## config.mk

```make
export PLATFORM = sky130hd
export DESIGN_NAME = smbf_score
export DESIGN_NICKNAME = d
export VERILOG_FILES = /design/src/design/smbf_pkg.sv /design/src/design/smbf_score.sv
export SDC_FILE = /design/constraint.sdc
export NUM_CORES = 1
export LEC_CHECK = 0
export BUFFER_PORTS_ARGS = -buffer_cell sky130_fd_sc_hd__buf_2
export CAP_MARGIN = 20
export CORE_AREA = 4 4 87 89
export DETAILED_ROUTE_END_ITERATION = 16
export DIE_AREA = 0 0 91 93
export PLACE_DENSITY = 0.88
export SYNTH_ARGS = -nofsm -noshare
export SYNTH_HDL_FRONTEND = slang
export SYNTH_SLANG_ARGS = --single-unit
```

## constraint.sdc

```tcl
create_clock -name vclk -period 2.2
set_input_delay 0.11 -clock vclk [all_inputs]
set_output_delay 0.11 -clock vclk [all_outputs]
set_load 0.02 [all_outputs]
```

## src/design/smbf_pkg.sv

```systemverilog
// Shared types, constants and helper functions for the scored move picker.
`default_nettype none

package smbf_pkg;

    // Default list depth
    localparam int MAX_MOVES_DEFAULT = 256;

    // Register map
    localparam int CFG_IDX_W = 3;
    localparam int CFG_DATA_W = 32;
    localparam logic [CFG_IDX_W-1:0] REG_HASH_MOVE       = 3'd0;
    localparam logic [CFG_IDX_W-1:0] REG_KILLER_FIRST    = 3'd1;
    localparam logic [CFG_IDX_W-1:0] REG_KILLER_SECOND   = 3'd2;
    localparam logic [CFG_IDX_W-1:0] REG_KILLERS_PRESENT = 3'd3;
    localparam logic [CFG_IDX_W-1:0] REG_COUNTER_MOVE    = 3'd4;

    // Score bands
    localparam logic signed [31:0] SCORE_HASH       = 32'sh7FFF_FFFF;
    localparam logic signed [31:0] SCORE_WIN_BASE   = 32'sd2;
    localparam logic signed [31:0] KILLER_SCORE     = 32'sd1;
    localparam logic signed [31:0] SCORE_COUNTER    = 32'sd0;
    localparam logic signed [31:0] SCORE_QUIET_BASE = -32'sd65537;
    localparam logic signed [31:0] SCORE_LOSS_BASE  = -32'sd131073;

    // Stored word: move in the upper half, score in the lower half
    localparam int WORD_W = 64;

    typedef enum logic [1:0] {
        CMD_CLEAR  = 2'd0,
        CMD_APPEND = 2'd1,
        CMD_TAKE   = 2'd2,
        CMD_NOP    = 2'd3
    } cmd_t;

    typedef enum logic [1:0] {
        STAT_OK        = 2'd0,
        STAT_DELIVERED = 2'd1,
        STAT_EXHAUSTED = 2'd2,
        STAT_FULL      = 2'd3
    } status_t;

    typedef enum logic [1:0] {
        ST_IDLE  = 2'd0,
        ST_SCAN  = 2'd1,
        ST_WRITE = 2'd2
    } state_t;

    typedef struct packed {
        logic [31:0] hash_move;
        logic [31:0] killer_first;
        logic [31:0] killer_second;
        logic        killers_present;
        logic [31:0] counter_move;
    } cfg_t;

    // Map a score back to its exchange value, saturated to 16 bits
    function automatic logic signed [15:0] score_to_exchange(input logic signed [31:0] s);
        logic signed [32:0] e;
        logic signed [15:0] r;
        if (s > 32'sd0)
            e = 33'(s) - 33'sd2;
        else
            e = 33'(s) + 33'sd131073;
        if (e > 33'sd32767)
            r = 16'sh7FFF;
        else if (e < -33'sd32768)
            r = 16'sh8000;
        else
            r = 16'(e);
        return r;
    endfunction

endpackage

`default_nettype wire

```

## src/design/smbf_score.sv

```systemverilog
// Priority scoring of an appended move.
`default_nettype none

module smbf_score (
    input  wire smbf_pkg::cfg_t       cfg,
    input  wire logic [31:0]          move_code,
    input  wire logic                 is_capture,
    input  wire logic signed [15:0]   exchange_value,
    input  wire logic signed [16:0]   history_value,
    output logic signed [31:0]        score
);

    logic signed [31:0] exch_ext;
    logic signed [31:0] hist_ext;
    logic               is_killer;

    assign exch_ext  = 32'(exchange_value);
    assign hist_ext  = 32'(history_value);
    assign is_killer = cfg.killers_present
                       && ((move_code == cfg.killer_first) || (move_code == cfg.killer_second));

    // Hash move first, then captures, killers, counter move, quiet moves
    always_comb
    begin
        if (move_code == cfg.hash_move)
            score = smbf_pkg::SCORE_HASH;
        else if (is_capture)
            score = (exchange_value >= 16'sd0) ? smbf_pkg::SCORE_WIN_BASE + exch_ext
                                               : smbf_pkg::SCORE_LOSS_BASE + exch_ext;
        else if (is_killer)
            score = smbf_pkg::KILLER_SCORE;
        else if (move_code == cfg.counter_move)
            score = smbf_pkg::SCORE_COUNTER;
        else
            score = smbf_pkg::SCORE_QUIET_BASE + hist_ext;
    end

endmodule

`default_nettype wire

```

==> out/qor.yml, run 1 <==
cp.buffers_inverters: 2
fp-row-count: 30
pwr_density_cell_nw_per_um2: 200.2
seq_area_sq_um: 0
p_switching_w: 0.0004164
crit_type: "input port to output port"
initial_utilization_pct: 36.85
holdCritPathClass: "input port to output port"
multi_input_area_sq_um: 2395
synth_warnings: 0
syn_to_final_growth_pct: 52.21
diodes: 0
max-cap-violations: 0
track_usage_pct: 25.31
wl_per_cell_um: 18.50
first_global_vias: 3391
drtIter0Drc: 288
place_inst: 638
dp_hpwl_um: 10450
peakVddDrop_mv: 0.1152
drc: 0
synth_top_area_share_pct: 41.86
finalSetupViolCount: 0
syn_area_sq_um: 2490
grt_overflow: 0
drt-total-wl_um: 11840
pwr-share-clk_pct: 0
relSlewSlack_pct: 69.88
crit_path_end_kind: "output port"
drive_above_1_share_pct: 45.36
fp.dieArea_sq_um: 8463
path_cells: "buf_2 > nor4_4 > nand2b_1 > or4_4 > nor3_1 > xor2_1 > a221o_1 > buf_2"
synth_top_area_cell: "xor2_1"
p_int_w: 0.0003424
netlist_top_cells_count: "xor2_1, xnor2_1, nor4_1, a21oi_1"
crit_fanout: 6
drv_slew: 0
combPwrFrac_pct: 100.0
syn_avg_cell_area_sq_um: 7.367
synth_most_common_cell: "xor2_1"
cp-start-kind: "input port"
vias: 3449
crit_end: "score[12]"
worstPathArrival_ns: 2.04
clock_buffers: 0
crit_cells: 8
num_io_pins: 227
fp.coreArea_sq_um: 6756
antenna_found_initial: 0
tightest_slew_ns: 0.4476
cp_common_cell: "buf_2"
clock.fmax_ghz: 0.4651
hold_slack_ns: 0.6506
die_y_um: 93
finalHoldViolations: 0
synthTopCellsByArea: "xor2_1, xnor2_1, nor4_1, buf_4, a21oi_1"
ant_nets: 0
fin_nets: 762
period_share_pct: 97.72
critPathMaxStageDelay_ns: 0.48
cp-startpoint: "history_value[4]"
ctsHoldBuffers: 0
first_pass_iters: 5
synth_nets: 538
vias_per_cell: 5.389
fillCellCount: 617
crit_family: "simple AND/OR/NAND/NOR gates"
status: "finished clean"
grt_pass1_wl_um: 17290
place_congestion: 0.9476
grt_max_degree: 21
fin_tns_setup_ns: 0
leakagePower_nw: 1.839
design.seq.count: 0
crit_slowest_cell: "or4_4"
swShare_pct: 54.88
cp.required_ns: 2.09
io_buffer_count: 227
yosysSeqAreaShare_pct: 0
final_cells: 640
seq_power_share_pct: 0
synth.distinct_cells: 39
postSynthCellCount: 338
rsz0062_at_grt: "true"
fin_crit_ns: 2.150
die_w_um: 91
cell usage in the layout, fill, tap and decap left out, drive strengths merged, types with 3 or more instances in the layout:
cell type / count
nand4: 13
nor4: 34
ha: 5
nor2: 11
nand2: 8
xor2: 119
a21oi: 17
a21o: 3
xnor2: 38
o22ai: 4
a221o: 5
nand2b: 4
inv: 6
o21ai: 13
buf: 243
nor3: 11
or3: 3
nand3: 5
nand3b: 3
layer usage:
layer | global-route usage [%] | part of all wire, % | vias to the layer above
met2 | 44.70 | 49 | 208
met1 | 32.66 | 40 | 1579
li1 | - | - | 1640
met4 | 4.397 | 2.1 | 0
met3 | 4.264 | 9.3 | 22
met5 | 0 | 0 | -
worst min path at each step:
| stage | start | end | slack (ns) | cells past startpoint |
|---|---|---|---|---|
| floorplan | history_value[0] | score[0] | 0.42 | 1 |
| global placement | history_value[0] | score[0] | 0.65 | 3 |
| detailed placement | history_value[0] | score[0] | 0.65 | 3 |
| CTS | history_value[0] | score[0] | 0.65 | 3 |
| global route | history_value[0] | score[0] | 0.67 | 3 |
| finish | history_value[16] | score[17] | 0.65 | 4 |
stage by stage:
step                total power, W  cell area [sq um]  util (%)  setup WS (ns)
floorplan                0.0003633               2490         -         0.2732
CTS                      0.0007418               3735     55.28        0.01239
global placement         0.0007216               3719     55.04       -0.02726
finish                   0.0007589               3790     56.09        0.05006
detailed placement       0.0007349               3719     55.04       -0.06215
global route             0.0008146               3790     56.09       -0.02852
logic make-up after synthesis:
family,synth area share (%)
xor+xnor,55.23
mux,0.4020
buf+inv,5.930
fa+ha+maj,2.513
compound gates,12.92
simple gates,23.02
repair_timing:
item / CTS / global route
endpoints found under the hold margin: 0 / 0
endpoints found under the setup margin: 17 / 31
buffers inserted: 0 / 2
resized for setup: 3 / 9
pin swaps: 0 / 5
power groups by stage:
| stage | Sequential (W) | Clock [W] | Combinational (W) |
|---|---|---|---|
| after floorplan | 0 | 0 | 0.000363 |
| after global placement | 0 | 0 | 0.000722 |
| after detailed placement | 0 | 0 | 0.000735 |
| after CTS | 0 | 0 | 0.000742 |
| after global routing | 0 | 0 | 0.000815 |
| final | 0 | 0 | 0.000759 |
area by class of cell:
cell class	instances	share of cell area, %
well taps	80	2.641
inverters	6	0.5943
multi-input cells	311	63.19
repair buffers	243	33.58
Note: power is estimated with default switching activity, not from simulation.
==> inputs of run 2 (changes only) <==
Settings changed: CORE_AREA 4 4 87 89 to not set, CORE_ASPECT_RATIO set to 1.4, CORE_MARGIN set to 4, CORE_UTILIZATION set to 36, DIE_AREA 0 0 91 93 to not set, PLACE_DENSITY 0.88 to not set, PLACE_DENSITY_LB_ADDON set to 0.15.
Clock period 2.2 ns to 1.9 ns, I/O delays scaled along.
==> run 2 against run 1 <==
The flow now finishes with violations (setup timing). First-iteration DRC count fell by 63%. Non-clock buffer count rose by 48. Cell count rose by 9.5%. Critical path depth did not move. Global-route usage rose by 3.2 points. Combinational power rose by 46%. Utilization rose by 15 points. Critical endpoint is now score[14]. Largest cell class unchanged.
==> out/qor.yml, run 2 (synthesized netlist as in run 1, its figures left out) <==
initial_utilization_pct: 37.41  # was 36.85%
fin_crit_ns: 2.052
clock.fmax_ghz: 0.4873
drtIter0Drc: 107  # was 288
crit_fanout: 6  # unchanged
rsz0062_at_grt: "true"  # unchanged
fin_tns_setup_ns: -3.008  # was 0 ns
period_share_pct: 108.0
most-common-layout-cells: "buf_2, xor2_1, buf_4"  # was buf_2, xor2_1, xnor2_1
relSlewSlack_pct: 71.19  # was 69.88%
grt_overflow: 0  # unchanged
p_int_w: 0.0005479  # was 0.0003424 W
drt-total-wl_um: 13580  # was 11,840 um
wl_per_cell_um: 19.38  # was 18.50 um
worstHoldStart: "history_value[0]"  # was history_value[16]
vias_per_cell: 5.230  # was 5.389
crit_type: "input port to output port"  # unchanged
grt_max_degree: 19  # was 21
p_switching_w: 0.0005617  # was 0.0004164 W
ant_nets: 0  # unchanged
design.seq.count: 0  # unchanged
die_w_um: 78.29  # was 91 um
die_y_um: 106.4  # was 93 um
fillCellCount: 555  # was 617
tightest_slew_ns: 0.4289  # was 0.4476 ns
track_usage_pct: 28.47  # was 25.31%
grt_pass1_wl_um: 18720  # was 17,290 um
fin_nets: 811  # was 762
syn_to_final_growth_pct: 88.99  # was 52.21%
combPwrFrac_pct: 100.0  # about the same
seq_power_share_pct: 0  # about the same
dp_hpwl_um: 10880  # was 10,450 um
pwr-share-clk_pct: 0  # about the same
finalSetupViolCount: 31  # was 0
drive_above_1_share_pct: 55.34  # was 45.36%
fp.dieArea_sq_um: 8330  # was 8463 sq um
place_area_sq_um: 4004  # was 3719 sq um
finalHoldViolations: 0  # unchanged
num_io_pins: 227  # unchanged
holdPathEnd: "score[0]"  # was score[17]
fin_ws_ns: -0.1520  # was 0.05006 ns
holdCritPathClass: "input port to output port"  # unchanged
io_buffer_count: 227  # unchanged
vias: 3666  # was 3,449
diodes: 0  # unchanged
path_cells: "buf_8 > nor4_4 > nand2b_1 > or4_4 > nor3_2 > xor2_1 > a221o_1 > buf_2"  # was buf_2 > nor4_4 > nand2b_1 > or4_4 > nor3_1 > xor2_1 > a221o_1 > buf_2
hold_slack_ns: 0.6044  # was 0.6506 ns
max-cap-violations: 0  # unchanged
peakVddDrop_mv: 0.1766  # was 0.1152 mV
swShare_pct: 50.62  # was 54.88%
worstPathArrival_ns: 1.96  # was 2.04 ns
seq_area_sq_um: 0  # unchanged
fp.coreArea_sq_um: 6656  # was 6756 sq um
first_pass_iters: 5  # unchanged
crit_slowest_cell: "or4_4"  # unchanged
cp.required_ns: 1.80  # was 2.09 ns
place_ws_ns: -0.4041  # was -0.06215 ns
crit_path_end_kind: "output port"  # unchanged
stdcell_area_sq_um: 4706  # was 3790 sq um
first_global_vias: 3724  # was 3,391
drc: 0  # unchanged
power.total_w: 0.001110  # was 0.0007589 W
hold_depth: 3  # was 4
final_common_cell: "buf_2"  # unchanged
drv_slew: 0  # unchanged
place_congestion: 0.9913  # was 0.9476
clock_buffers: 0  # unchanged
leakagePower_nw: 2.217  # was 1.839 nW
antenna_found_initial: 1  # was 0
pwr_density_cell_nw_per_um2: 235.8  # was 200.2 nW/um^2
critPathMaxStageDelay_ns: 0.51  # was 0.48 ns
status: "complete, but fails checks"  # was finished clean
violations: "setup timing"
cp-start-kind: "input port"  # unchanged
fp-row-count: 35  # was 30
ctsHoldBuffers: 0  # unchanged
-- run 2: changes by cell type in the layout (fill, tap and decap cells not counted), moves of 5 or more --
cell,change
buf_6,+40
o21ai_2,+6
o21ai_0,-8
buf_4,+40
xor2_2,+5
nor4_2,+5
xor2_1,-7
buf_2,-34
nor4_1,-7
-- run 2: critical path: cells and delay by family --
| family | cells | cell delay, ns |
|---|---|---|
| and+or+nand+nor | 4 | 1.15 |
| buffers and inverters | 2 | 0.26 |
| AOI/OAI and AO/OA | 1 | 0.36 |
| xor gates and xnor gates | 1 | 0.09 |
-- run 2: worst max path at each step --
stage | cells past startpoint | start | slack [ns] | endpoint
finish | 8 | history_value[6] | -0.15 | score[14]
global placement | 9 | move_code[23] | -0.39 | score[14]
CTS | 11 | cfg[62] | -0.09 | score[6]
floorplan | 7 | history_value[6] | 0.003 | score[13]
global route | 9 | history_value[6] | -0.24 | score[16]
detailed placement | 9 | move_code[23] | -0.40 | score[14]
-- run 2: layout make-up --
type	count	area [sq um]	share of cell area, %
inverter	6	22.52	0.4786
multi-input combinational	312	2680	56.95
tap	92	115.1	2.446
timing repair buffer	291	1888	40.12
-- run 2: repair_timing --
action,4_1_cts,5_1_grt
setup endpoints to repair,32,32
resized for setup,67,79
pin swaps,13,23
gates cloned,1,3
setup buffers,5,6
-- run 2: power by group through the flow --
stage,clock network (W),registers (W),logic (W)
floorplan,0,0,0.000421
global placement,0,0,0.000890
detailed placement,0,0,0.000903
CTS,0,0,0.000992
global route,0,0,0.00118
finish,0,0,0.00111
-- run 2: stage by stage --
stage / instances / utilization, %
after detailed placement: 686 / 60.15
after CTS: 692 / 64.72
after global routing: 701 / 70.70
final: 701 / 70.70
after global placement: 686 / 60.15
after floorplan: 338 / -
-- run 2: metal layers --
layer / vias up / share of wire (%) / track usage [%]
met2: 201 / 56 / 56.80
met1: 1690 / 32 / 28.41
li1: 1738 / - / -
met3: 37 / 8.9 / 5.763
met5: - / 0 / 0
met4: 0 / 3.6 / 9.625
